### src/hw/rtl/hcck_pkg.sv
// Shared types, codes and the modulo-26 reduction for the 2x2 Hill cipher block.
// No dependencies; used by every module of the block.
`default_nettype none

package hcck_pkg;

  localparam int unsigned MODULUS    = 26;
  localparam int unsigned KEY_REGS   = 4;
  localparam int unsigned IDX_W      = 3;
  localparam int unsigned LETTER_W   = 5;
  localparam int unsigned CHAR_W     = 8;
  localparam int unsigned SETTLE     = 4;

  localparam logic [IDX_W-1:0] REG_R0C0 = 3'd0;
  localparam logic [IDX_W-1:0] REG_R0C1 = 3'd1;
  localparam logic [IDX_W-1:0] REG_R1C0 = 3'd2;
  localparam logic [IDX_W-1:0] REG_R1C1 = 3'd3;

  localparam logic [LETTER_W-1:0] RST_R0C0 = 5'd17;
  localparam logic [LETTER_W-1:0] RST_R0C1 = 5'd14;
  localparam logic [LETTER_W-1:0] RST_R1C0 = 5'd0;
  localparam logic [LETTER_W-1:0] RST_R1C1 = 5'd3;

  localparam logic [CHAR_W-1:0] LOWER_A = 8'h61;
  localparam logic [CHAR_W-1:0] LOWER_Z = 8'h7a;
  localparam logic [CHAR_W-1:0] UPPER_A = 8'h41;
  localparam logic [CHAR_W-1:0] UPPER_Z = 8'h5a;

  typedef enum logic [1:0] {
    ST_OK       = 2'd0,
    ST_BAD_KEY  = 2'd1,
    ST_BAD_CHAR = 2'd2
  } status_t;

  typedef struct packed {
    logic [LETTER_W-1:0] k00;
    logic [LETTER_W-1:0] k01;
    logic [LETTER_W-1:0] k10;
    logic [LETTER_W-1:0] k11;
    logic                admissible;
  } key_info_t;

  // Remainder by 26 of an 11-bit value, by multiplying with a scaled reciprocal.
  function automatic logic [LETTER_W-1:0] mod26(input logic [10:0] x);
    logic [22:0] prod;
    logic [10:0] qm;
    logic [10:0] r;
    prod = 23'(x) * 23'd2521;
    qm   = 11'(prod[22:16]) * 11'd26;
    r    = x - qm;
    return r[LETTER_W-1:0];
  endfunction

endpackage

`default_nettype wire

### src/hw/rtl/hcck_key_unit.sv
// Key registers and the pipelined derivation of K = A^3 + 2A mod 26 and key admissibility.
// Depends on hcck_pkg.
`default_nettype none

module hcck_key_unit (
  input  wire logic                        clk,
  input  wire logic                        rst,
  input  wire logic                        wr_en,
  input  wire logic [hcck_pkg::IDX_W-1:0]  wr_index,
  input  wire logic [hcck_pkg::LETTER_W-1:0] wr_data,
  output hcck_pkg::key_info_t              key_info
);
  import hcck_pkg::*;

  logic [LETTER_W-1:0] a00, a01, a10, a11;

  logic [10:0] sq00_raw, sq01_raw, sq10_raw, sq11_raw;
  logic [9:0]  det_abs;
  logic        range_ok;

  logic [LETTER_W-1:0] sq00, sq01, sq10, sq11;
  logic        adm_s2;

  logic [10:0] k00_raw, k01_raw, k10_raw, k11_raw;
  logic        adm_s3;

  logic [9:0]  det_p, det_n;
  logic [LETTER_W-1:0] det_r;

  always_ff @(posedge clk) begin
    if (rst) begin
      a00 <= RST_R0C0;
      a01 <= RST_R0C1;
      a10 <= RST_R1C0;
      a11 <= RST_R1C1;
    end else if (wr_en) begin
      case (wr_index)
        REG_R0C0: a00 <= wr_data;
        REG_R0C1: a01 <= wr_data;
        REG_R1C0: a10 <= wr_data;
        REG_R1C1: a11 <= wr_data;
        default: ;
      endcase
    end
  end

  assign det_p = 10'(a00) * 10'(a11);
  assign det_n = 10'(a01) * 10'(a10);
  assign det_r = mod26({1'b0, det_abs});

  always_ff @(posedge clk) begin
    sq00_raw <= 11'(10'(a00) * 10'(a00)) + 11'(10'(a01) * 10'(a10));
    sq01_raw <= 11'(10'(a00) * 10'(a01)) + 11'(10'(a01) * 10'(a11));
    sq10_raw <= 11'(10'(a10) * 10'(a00)) + 11'(10'(a11) * 10'(a10));
    sq11_raw <= 11'(10'(a10) * 10'(a01)) + 11'(10'(a11) * 10'(a11));
    det_abs  <= (det_p >= det_n) ? (det_p - det_n) : (det_n - det_p);
    range_ok <= (a00 < 5'd26) && (a01 < 5'd26) && (a10 < 5'd26) && (a11 < 5'd26);

    sq00   <= mod26(sq00_raw);
    sq01   <= mod26(sq01_raw);
    sq10   <= mod26(sq10_raw);
    sq11   <= mod26(sq11_raw);
    adm_s2 <= range_ok && det_abs[0] && (det_r != 5'd13) && (det_r != 5'd0);

    k00_raw <= 11'(10'(sq00) * 10'(a00)) + 11'(10'(sq01) * 10'(a10)) + 11'({a00, 1'b0});
    k01_raw <= 11'(10'(sq00) * 10'(a01)) + 11'(10'(sq01) * 10'(a11)) + 11'({a01, 1'b0});
    k10_raw <= 11'(10'(sq10) * 10'(a00)) + 11'(10'(sq11) * 10'(a10)) + 11'({a10, 1'b0});
    k11_raw <= 11'(10'(sq10) * 10'(a01)) + 11'(10'(sq11) * 10'(a11)) + 11'({a11, 1'b0});
    adm_s3  <= adm_s2;

    key_info.k00        <= mod26(k00_raw);
    key_info.k01        <= mod26(k01_raw);
    key_info.k10        <= mod26(k10_raw);
    key_info.k11        <= mod26(k11_raw);
    key_info.admissible <= adm_s3;
  end

endmodule

`default_nettype wire

### src/hw/rtl/hcck_data_path.sv
// Four-stage pipeline: letter decode, products, column sums, reduction and status.
// Depends on hcck_pkg and the key information from hcck_key_unit.
`default_nettype none

module hcck_data_path (
  input  wire logic                         clk,
  input  wire logic                         rst,
  input  wire logic                         in_valid,
  input  wire logic [hcck_pkg::CHAR_W-1:0]  first_char,
  input  wire logic [hcck_pkg::CHAR_W-1:0]  second_char,
  input  wire hcck_pkg::key_info_t          key_info,
  output logic                              out_valid,
  output logic [hcck_pkg::CHAR_W-1:0]       first_cipher,
  output logic [hcck_pkg::CHAR_W-1:0]       second_cipher,
  output hcck_pkg::status_t                 status
);
  import hcck_pkg::*;

  logic                v1, v2, v3;
  logic [LETTER_W-1:0] p0, p1;
  logic                ok1, ok2, ok3;
  logic [9:0]          m00, m10, m01, m11;
  logic [10:0]         s0, s1;

  logic                lo0, up0, lo1, up1;
  logic [CHAR_W-1:0]   d0, d1;
  logic [LETTER_W-1:0] c0, c1;

  always_comb begin
    lo0 = (first_char >= LOWER_A) && (first_char <= LOWER_Z);
    up0 = (first_char >= UPPER_A) && (first_char <= UPPER_Z);
    lo1 = (second_char >= LOWER_A) && (second_char <= LOWER_Z);
    up1 = (second_char >= UPPER_A) && (second_char <= UPPER_Z);
    d0  = lo0 ? (first_char - LOWER_A) : (first_char - UPPER_A);
    d1  = lo1 ? (second_char - LOWER_A) : (second_char - UPPER_A);
  end

  assign c0 = mod26(s0);
  assign c1 = mod26(s1);

  always_ff @(posedge clk) begin
    if (rst) begin
      v1        <= 1'b0;
      v2        <= 1'b0;
      v3        <= 1'b0;
      out_valid <= 1'b0;
    end else begin
      v1        <= in_valid;
      v2        <= v1;
      v3        <= v2;
      out_valid <= v3;
    end
  end

  always_ff @(posedge clk) begin
    p0  <= d0[LETTER_W-1:0];
    p1  <= d1[LETTER_W-1:0];
    ok1 <= (lo0 || up0) && (lo1 || up1);

    m00 <= 10'(p0) * 10'(key_info.k00);
    m10 <= 10'(p1) * 10'(key_info.k10);
    m01 <= 10'(p0) * 10'(key_info.k01);
    m11 <= 10'(p1) * 10'(key_info.k11);
    ok2 <= ok1;

    s0  <= 11'(m00) + 11'(m10);
    s1  <= 11'(m01) + 11'(m11);
    ok3 <= ok2;

    if (!key_info.admissible) begin
      status        <= ST_BAD_KEY;
      first_cipher  <= '0;
      second_cipher <= '0;
    end else if (!ok3) begin
      status        <= ST_BAD_CHAR;
      first_cipher  <= '0;
      second_cipher <= '0;
    end else begin
      status        <= ST_OK;
      first_cipher  <= LOWER_A + 8'(c0);
      second_cipher <= LOWER_A + 8'(c1);
    end
  end

endmodule

`default_nettype wire

### src/hw/rtl/hill_cipher_2x2_cubic_key.sv
// Top level of the 2x2 Hill cipher with effective key K = A^3 + 2A mod 26.
// Depends on hcck_pkg, hcck_key_unit and hcck_data_path.
//
// Usage: a request is taken at a rising edge where start is high and busy is
// low; it carries first_char and second_char. Its result appears on
// first_cipher, second_cipher and status for exactly one cycle with done high,
// once the request leaves the data pipeline. A new request may be taken every cycle,
// so the sustained rate is one pair per clock; the four-stage data pipeline
// sets the latency. The receiver cannot stall, so results never wait.
// Key letters are written through cfg_valid, cfg_index and cfg_data; cfg_ready
// is always high. Indexes beyond the four key registers are ignored. After a
// key write, and after reset, busy stays high while the key pipeline derives
// the effective matrix and checks admissibility. Writes are expected only
// while no request is in flight. Reset loads the default key and clears the
// pipeline valid bits.
`default_nettype none

module hill_cipher_2x2_cubic_key (
  input  wire logic                           clk,
  input  wire logic                           rst,
  input  wire logic                           start,
  output logic                                busy,
  input  wire logic [hcck_pkg::CHAR_W-1:0]    first_char,
  input  wire logic [hcck_pkg::CHAR_W-1:0]    second_char,
  output logic                                done,
  output logic [hcck_pkg::CHAR_W-1:0]         first_cipher,
  output logic [hcck_pkg::CHAR_W-1:0]         second_cipher,
  output hcck_pkg::status_t                   status,
  input  wire logic                           cfg_valid,
  output logic                                cfg_ready,
  input  wire logic [hcck_pkg::IDX_W-1:0]     cfg_index,
  input  wire logic [hcck_pkg::LETTER_W-1:0]  cfg_data
);
  import hcck_pkg::*;

  key_info_t  key_info;
  logic [2:0] settle;
  logic       cfg_wr;
  logic       accept;

  assign cfg_ready = 1'b1;
  assign cfg_wr    = cfg_valid && cfg_ready;
  assign busy      = (settle != 3'd0);
  assign accept    = start && !busy;

  always_ff @(posedge clk) begin
    if (rst) begin
      settle <= 3'(SETTLE);
    end else if (cfg_wr) begin
      settle <= 3'(SETTLE);
    end else if (settle != 3'd0) begin
      settle <= settle - 3'd1;
    end
  end

  hcck_key_unit u_key (
    .clk      (clk),
    .rst      (rst),
    .wr_en    (cfg_wr),
    .wr_index (cfg_index),
    .wr_data  (cfg_data),
    .key_info (key_info)
  );

  hcck_data_path u_data (
    .clk           (clk),
    .rst           (rst),
    .in_valid      (accept),
    .first_char    (first_char),
    .second_char   (second_char),
    .key_info      (key_info),
    .out_valid     (done),
    .first_cipher  (first_cipher),
    .second_cipher (second_cipher),
    .status        (status)
  );

`ifndef SYNTHESIS
  a_latency: assert property (@(posedge clk) disable iff (rst)
    accept |-> ##4 done) else $error("result did not follow a request after four cycles");

  a_err_zero: assert property (@(posedge clk) disable iff (rst)
    (done && status != ST_OK) |-> (first_cipher == 8'd0 && second_cipher == 8'd0))
    else $error("error result carries nonzero letters");

  a_ok_letter: assert property (@(posedge clk) disable iff (rst)
    (done && status == ST_OK) |-> (first_cipher >= LOWER_A && first_cipher <= LOWER_Z &&
      second_cipher >= LOWER_A && second_cipher <= LOWER_Z))
    else $error("ok result is not a lowercase letter pair");

  a_cfg_busy: assert property (@(posedge clk) disable iff (rst)
    cfg_wr |=> busy) else $error("key write did not hold off requests");
`endif

endmodule

`default_nettype wire

### config.mk
export PLATFORM = sky130hd
export DESIGN_NAME = hill_cipher_2x2_cubic_key
export DESIGN_NICKNAME = d
export VERILOG_FILES = /design/src/hw/rtl/hcck_pkg.sv /design/src/hw/rtl/hcck_key_unit.sv /design/src/hw/rtl/hcck_data_path.sv /design/src/hw/rtl/hill_cipher_2x2_cubic_key.sv
export SDC_FILE = /design/constraint.sdc
export NUM_CORES = 2
export LEC_CHECK = 0
export ABC_AREA = 1
export BUFFER_PORTS_ARGS = -buffer_cell sky130_fd_sc_hd__clkbuf_2
export CAP_MARGIN = 10
export CORE_ASPECT_RATIO = 0.7
export CORE_UTILIZATION = 28
export DETAILED_ROUTE_END_ITERATION = 10
export PLACE_DENSITY = 0.44
export SYNTH_ARGS = -nofsm -noshare
export SYNTH_HDL_FRONTEND = slang
export SYNTH_HIERARCHICAL = 1
export SYNTH_SLANG_ARGS = --single-unit
### constraint.sdc
create_clock -name clk -period 9.3 [get_ports clk]
set_input_delay 2.79 -clock clk [delete_from_list [all_inputs] [get_ports clk]]
set_output_delay 2.79 -clock clk [all_outputs]
set_load 0.02 [all_outputs]
==> Word-level counts from Yosys, hierarchy flattened <==
Cells that the tools add are included.
{ "word_totals": {"reg_bits": 262, "latch_bits": 0, "ram_bits": 0, "mem_bits_ro": 0, "inputBits": 28, "mem_count": 0} }
{ "op_classes": {"add_sub_neg": 34, "mul": 43, "n_div": 0, "order_cmp": 13, "eq_ne": 4, "shifts": 0, "mux": 4, "n_bitwise": 0, "reduce_logical": 24} }
{ "ops": {"columns": ["op", "count"], "rows": [
  ["multiplier 11 x 12 -> 23 bit, second input constant", 10],
  ["multiplier 5 x 5 -> 10 bit", 21],
  ["adder 10 x 10 -> 11 bit", 10],
  ["multiplier 7 x 4 -> 4 bit, second input constant", 10],
  ["subtractor 5 bit", 11],
  ["adder 11 x 6 -> 11 bit", 4],
  ["greater-or-equal comparator 8 x 7 -> 1 bit, second input constant", 4],
  ["less-or-equal comparator 8 x 7 -> 1 bit, second input constant", 4],
  ["multiplier 10 x 12 -> 22 bit, second input constant", 1],
  ["< comparator 5 bit, second input constant", 4],
  ["subtractor 10 bit", 2],
  ["subtractor 5 x 1 -> 5 bit, second input constant", 4],
  ["adder 7 x 5 -> 8 bit, first input constant", 2],
  ["logical AND 1 bit", 12],
  ["greater-or-equal comparator 10 bit", 1],
  ["two-way mux 10 bit", 1],
  ["two-way mux 5 bit", 2],
  ["AND reduction 2 bit", 5],
  ["== test 3 x 2 -> 1 bit, second input constant", 2],
  ["multiplier 6 x 4 -> 4 bit, second input constant", 1],
  ["inequality test 5 x 4 -> 1 bit, second input constant", 1],
  ["nonzero test 5 bit", 1],
  ["== test 3 x 1 -> 1 bit, second input constant", 1],
  ["logical NOT 3 bit", 1],
  ["6 further kinds", 7]
]} }

==> Logic depth before layout (Yosys ltp) <==
{ "depth": {"ltp_word": 6, "mapped_depth": 36, "mapped_depth_nobuf": 36} }

==> Modules after synthesis <==
Netlist, hierarchy kept.
{ "modules_own_cells": {"columns": ["module", "instances", "cells_per_inst", "area_each_um2", "seq_area_each_um2"], "rows": [
  ["hcck_key_unit", 1, 4812, 39561.7, 3243.1],
  ["hcck_data_path", 1, 1321, 10963.0, 1941.9],
  ["hill_cipher_2x2_cubic_key", 1, 28, 185.2, 60.1]
]} }

==> Worst setup path before layout <==
OpenSTA, ideal clock, no wires.
{ "synth_timing": {"kind": "register to register", "from": "register u_key.a10[1]", "to": "register u_key.sq11_raw[9]", "setup_ns": 0.127, "arrival_time_ns": 5.747, "setup_slack_ns": 3.426, "stages_incl_launch_ff": 25, "synth_period_minus_slack_ns": 5.874, "path_cell_list": "dfxtp_1 clkbuf_1 clkbuf_1 nand2_1 fa_1 fa_1 fa_1 inv_1 ha_1 xnor2_1 inv_1 fa_1 fa_1 fa_1 inv_1 ha_1 a21oi_1 nand2_1 nand2_1 nand2_1 a21oi_1 inv_1 a21oi_1 o21ai_0 xor2_1"} }
{ "synth_between": {"elab_chain_cells": 2} }
{ "synth_rtl": {"columns": ["element", "line_no", "rtl"], "rows": [
  ["from (decl)", "hcck_key_unit.sv:15", "logic [LETTER_W-1:0] a00, a01, a10, a11;"],
  ["from (signal assigned)", "hcck_key_unit.sv:40", "REG_R1C0: a10 <= wr_data;"],
  ["multiplier 5 x 5 -> 10 bit", "hcck_key_unit.sv:55", "sq11_raw <= 11'(10'(a10) * 10'(a01)) + 11'(10'(a11) * 10'(a11));"],
  ["adder 10 x 10 -> 11 bit", "hcck_key_unit.sv:55", null],
  ["to (signal assigned)", "hcck_key_unit.sv:55", null],
  ["to (decl)", "hcck_key_unit.sv:17", "logic [10:0] sq00_raw, sq01_raw, sq10_raw, sq11_raw;"]
]} }
Every way passes these cells.
A chain may end at the register's enable or synchronous reset.

==> Final worst setup path <==
{ "layout_timing": {"from": "register u_key.a10[0]", "to": "register u_key.sq11_raw[9]"} }
Same word-level chain as after synthesis.

==> impl_metrics.json <==
{
  "worstSetupEndpointType": "flop",
  "finish.cell_count_without_fillers": 8570,
  "detailroute.via_count": 35538,
  "post-route-min-period_ns": 6.53,
  "cell_with_the_most_instances_after_synthesis": "inv_1",
  "grt_util_all_layers_pct": 13.2,
  "viasPerCell": 4.15,
  "final_hold_viol_count": 0,
  "grtUsageMet1_pct": 20.3,
  "worst_skew_pair.late_latency_ns": 0.60,
  "worstSetupStartpointType": "flop",
  "synth_top_cells_by_count": "1798 x inv_1, 1106 x nand2_1, 1088 x ha_1",
  "slew-limit-headroom_pct": 46.8,
  "synth_enable_flop_cells": 0,
  "grt_setup_unrepaired": "false",
  "cts_htree_levels": 2,
  "cts_made_buffers": 35,
  "critPathKind": "flop to flop",
  "grt_overflow": 0,
  "detailedRoute.firstIterationViolations": 1530,
  "cts-root-buf": "clkbuf_16",
  "top_usage_layer": "met1",
  "yosysUniqueCellTypes": 54,
  "grt_max_degree": 33,
  "drive_gt1_share_pct": 3.29,
  "reg2regPathDepth": 23,
  "clkSlewWorstSetupHoldPaths_ns": 0.06,
  "top_level_pins": 49,
  "place_hpwl_um": 97500,
  "initial_cell_density_of_the_core_pct": 28.2,
  "crit_path_end": "u_key/sq11_raw[9]",
  "clk_path_buf_depth": 3,
  "met2_usage_pct": 19.6,
  "post_cts_resize_count": 0,
  "die_h_um": 358,
  "postSynthRegisterBits": 262,
  "finalInstanceArea_um2": 55000,
  "regToRegEndpoint": "u_key/sq11_raw[9]",
  "grt_first_pass_wirelength_um": 197000,
  "rows": 130,
  "synth_sequential_area_ratio_pct": 10.3,
  "postPlaceCellArea_um2": 53700,
  "launch_point_of_the_critical_path": "u_key/a10[0]",
  "grtUsageMet3_pct": 1.75,
  "regToRegSetupSlack_ns": 2.77,
  "area_of_the_core_um2": 180000,
  "synth_area_leaders": "fa_1 28%, ha_1 27%, inv_1 13%",
  "setup_violations": 0,
  "worst-path-max-fanout": 16,
  "syn_nets": 7975,
  "drt_wl_total_um": 115000,
  "clock_sink_count": 262,
  "final_max_slew_viol_count": 0,
  "final.setup_skew_ns": 0.0232,
  "worst_pin_slew_ns": 0.797,
  "io_buffers": 47,
  "clock_tree_from_tritoncts": "done",
  "syn_to_final_growth_pct": 8.38,
  "run_status": "finished clean",
  "netlist_instances": 6161,
  "cap_violations": 0,
  "period_share_pct": 70.2,
  "wl_per_cell_um": 13.4,
  "r2r-start": "u_key/a10[0]",
  "routabilityCongestion": 0.807,
  "synth.cell_area_um2": 50700,
  "ys_dominant_reg_cell": "dfxtp_1",
  "drcViolationCount": 0,
  "critical_path_data_arrival_time_ns": 6.99,
  "crit_path_required_time_ns": 9.76,
  "yosys.area.top_type": "fa_1",
  "antenna_violations_before_repair": 2,
  "placement.setup.worst_slack_ns": 2.86,
  "die_x_um": 511,
  "die-area_um2": 183000,
  "cts_setup_buffers": 0,
  "finalSetupTns_ns": 0,
  "cts-hold-fix-buffers": 0,
  "antenna_left": 0,
  "min_path_type": "flop to flop",
  "yosys.area.top_type_share_pct": 27.6,
  "synth-async-reset-ratio_pct": 0,
  "final_critical_path_setup_slack_ns": 2.77,
  "drt-pass1-iter-count": 6,
  "post-place-cells": 8504,
  "num-nets-final": 7979,
  "max_clock_freq_mhz": 153,
  "first_global_vias": 37555,
  "total_of_warnings_raised_by_yosys": 6,
  "postSynthAreaPerCell_um2": 8.23
}
-- final cells by class --
class	count	area [um^2]
inverter	1807	6790
multi-input combinational	3990	38300
clock buffer	44	940
sequential	262	5250
tap	2376	2970
fill	19261	125000
clock inverter	20	340
timing repair buffer	69	400
antenna	2	5.00
-- registers in the layout, indices dropped and copies added, names as in the netlist, 11 cells and up --
signal / count
u_key/key_info: 21
u_data/s0: 11
u_data/s1: 11
u_key/k00_raw: 11
u_key/k01_raw: 11
u_key/k10_raw: 11
u_key/k11_raw: 11
u_key/sq00_raw: 11
u_key/sq01_raw: 11
u_key/sq10_raw: 11
u_key/sq11_raw: 11
-- critical path, stage by stage, from the launching register on --
cell     delay (ns)
dfxtp_1        0.64
buf_4          0.32
nand2_1        0.13
fa_1           0.55
fa_1           0.43
fa_1           0.49
inv_1          0.04
ha_1           0.33
xnor2_1        0.43
inv_1          0.14
fa_1           0.52
fa_1           0.50
fa_1           0.49
inv_1          0.04
ha_1           0.32
a21oi_1        0.15
nand2_1        0.10
nand2_1        0.07
nand2_1        0.05
a21oi_1        0.20
inv_1          0.07
a21oi_1        0.12
o21ai_0        0.11
xor2_1         0.15
-- routing by layer --
metal  routed length [um]  vias up  share of wire (%)
met3                 4230       79                3.7
met5                    0        -                  0
met2                44600      350                 39
li1                     -    18500                  -
met1                64200    16609                 56
met4                 1770        0                1.5
-- cell usage in the layout, fill, tap and decap left out, drive strengths merged, types with 6 or more instances in the layout --
master / synthesis / routed
a21oi: 245 / 245
o21bai: 21 / 21
clkinv: 1 / 9
nand3: 171 / 171
bufinv: 0 / 7
dfxtp: 262 / 262
xnor2: 86 / 86
xor2: 119 / 119
a21o: 33 / 33
nand3b: 15 / 15
fa: 698 / 698
or2: 17 / 17
clkbuf: 85 / 91
inv: 1806 / 1809
nor3: 31 / 31
buf: 17 / 22
o211ai: 7 / 7
o21ai: 104 / 104
nor4: 7 / 7
nor2: 176 / 176
a31oi: 6 / 6
ha: 1088 / 1088
nand4: 9 / 9
nand2: 1136 / 1136
-- kinds of logic (layout without fill, tap and decap cells) --
family          Yosys count  count (layout)  synth area share [%]
flops                   262             262                  10.3
fa+ha+maj              1786            1786                  54.4
xor+xnor                205             205                  3.56
compound gates          432             432                  4.80
buf+inv                1909            1940                  14.2
simple gates           1566            1566                  12.7
other cells               1               3               0.00740
-- worst min-delay path by stage --
| stage | startpoint | end | slack (ns) | cells after the start |
|---|---|---|---|---|
| 6_report | u_key/adm_s3 | u_key/key_info[0] | 0.33 | 0 |
| 5_1_grt | u_data/ok2 | u_data/ok3 | 0.33 | 0 |
| 4_1_cts | u_data/ok2 | u_data/ok3 | 0.33 | 0 |
| 3_5_place_dp | u_data/ok2 | u_data/ok3 | 0.31 | 0 |
| 3_3_place_gp | u_data/ok1 | u_data/ok2 | 0.31 | 0 |
| 2_1_floorplan | u_data/ok1 | u_data/ok2 | 0.31 | 0 |
-- per-stage QoR --
step                      utilization (%)  hold slack (ns)
after floorplan                         -            0.310
after global placement               29.9            0.312
after detailed placement             29.9            0.314
after CTS                            30.6            0.329
after global routing                 30.6            0.335
final                                30.6            0.328
Power is not shown: default switching activity piles up to over one toggle a cycle in this logic, so the estimate is an artifact.
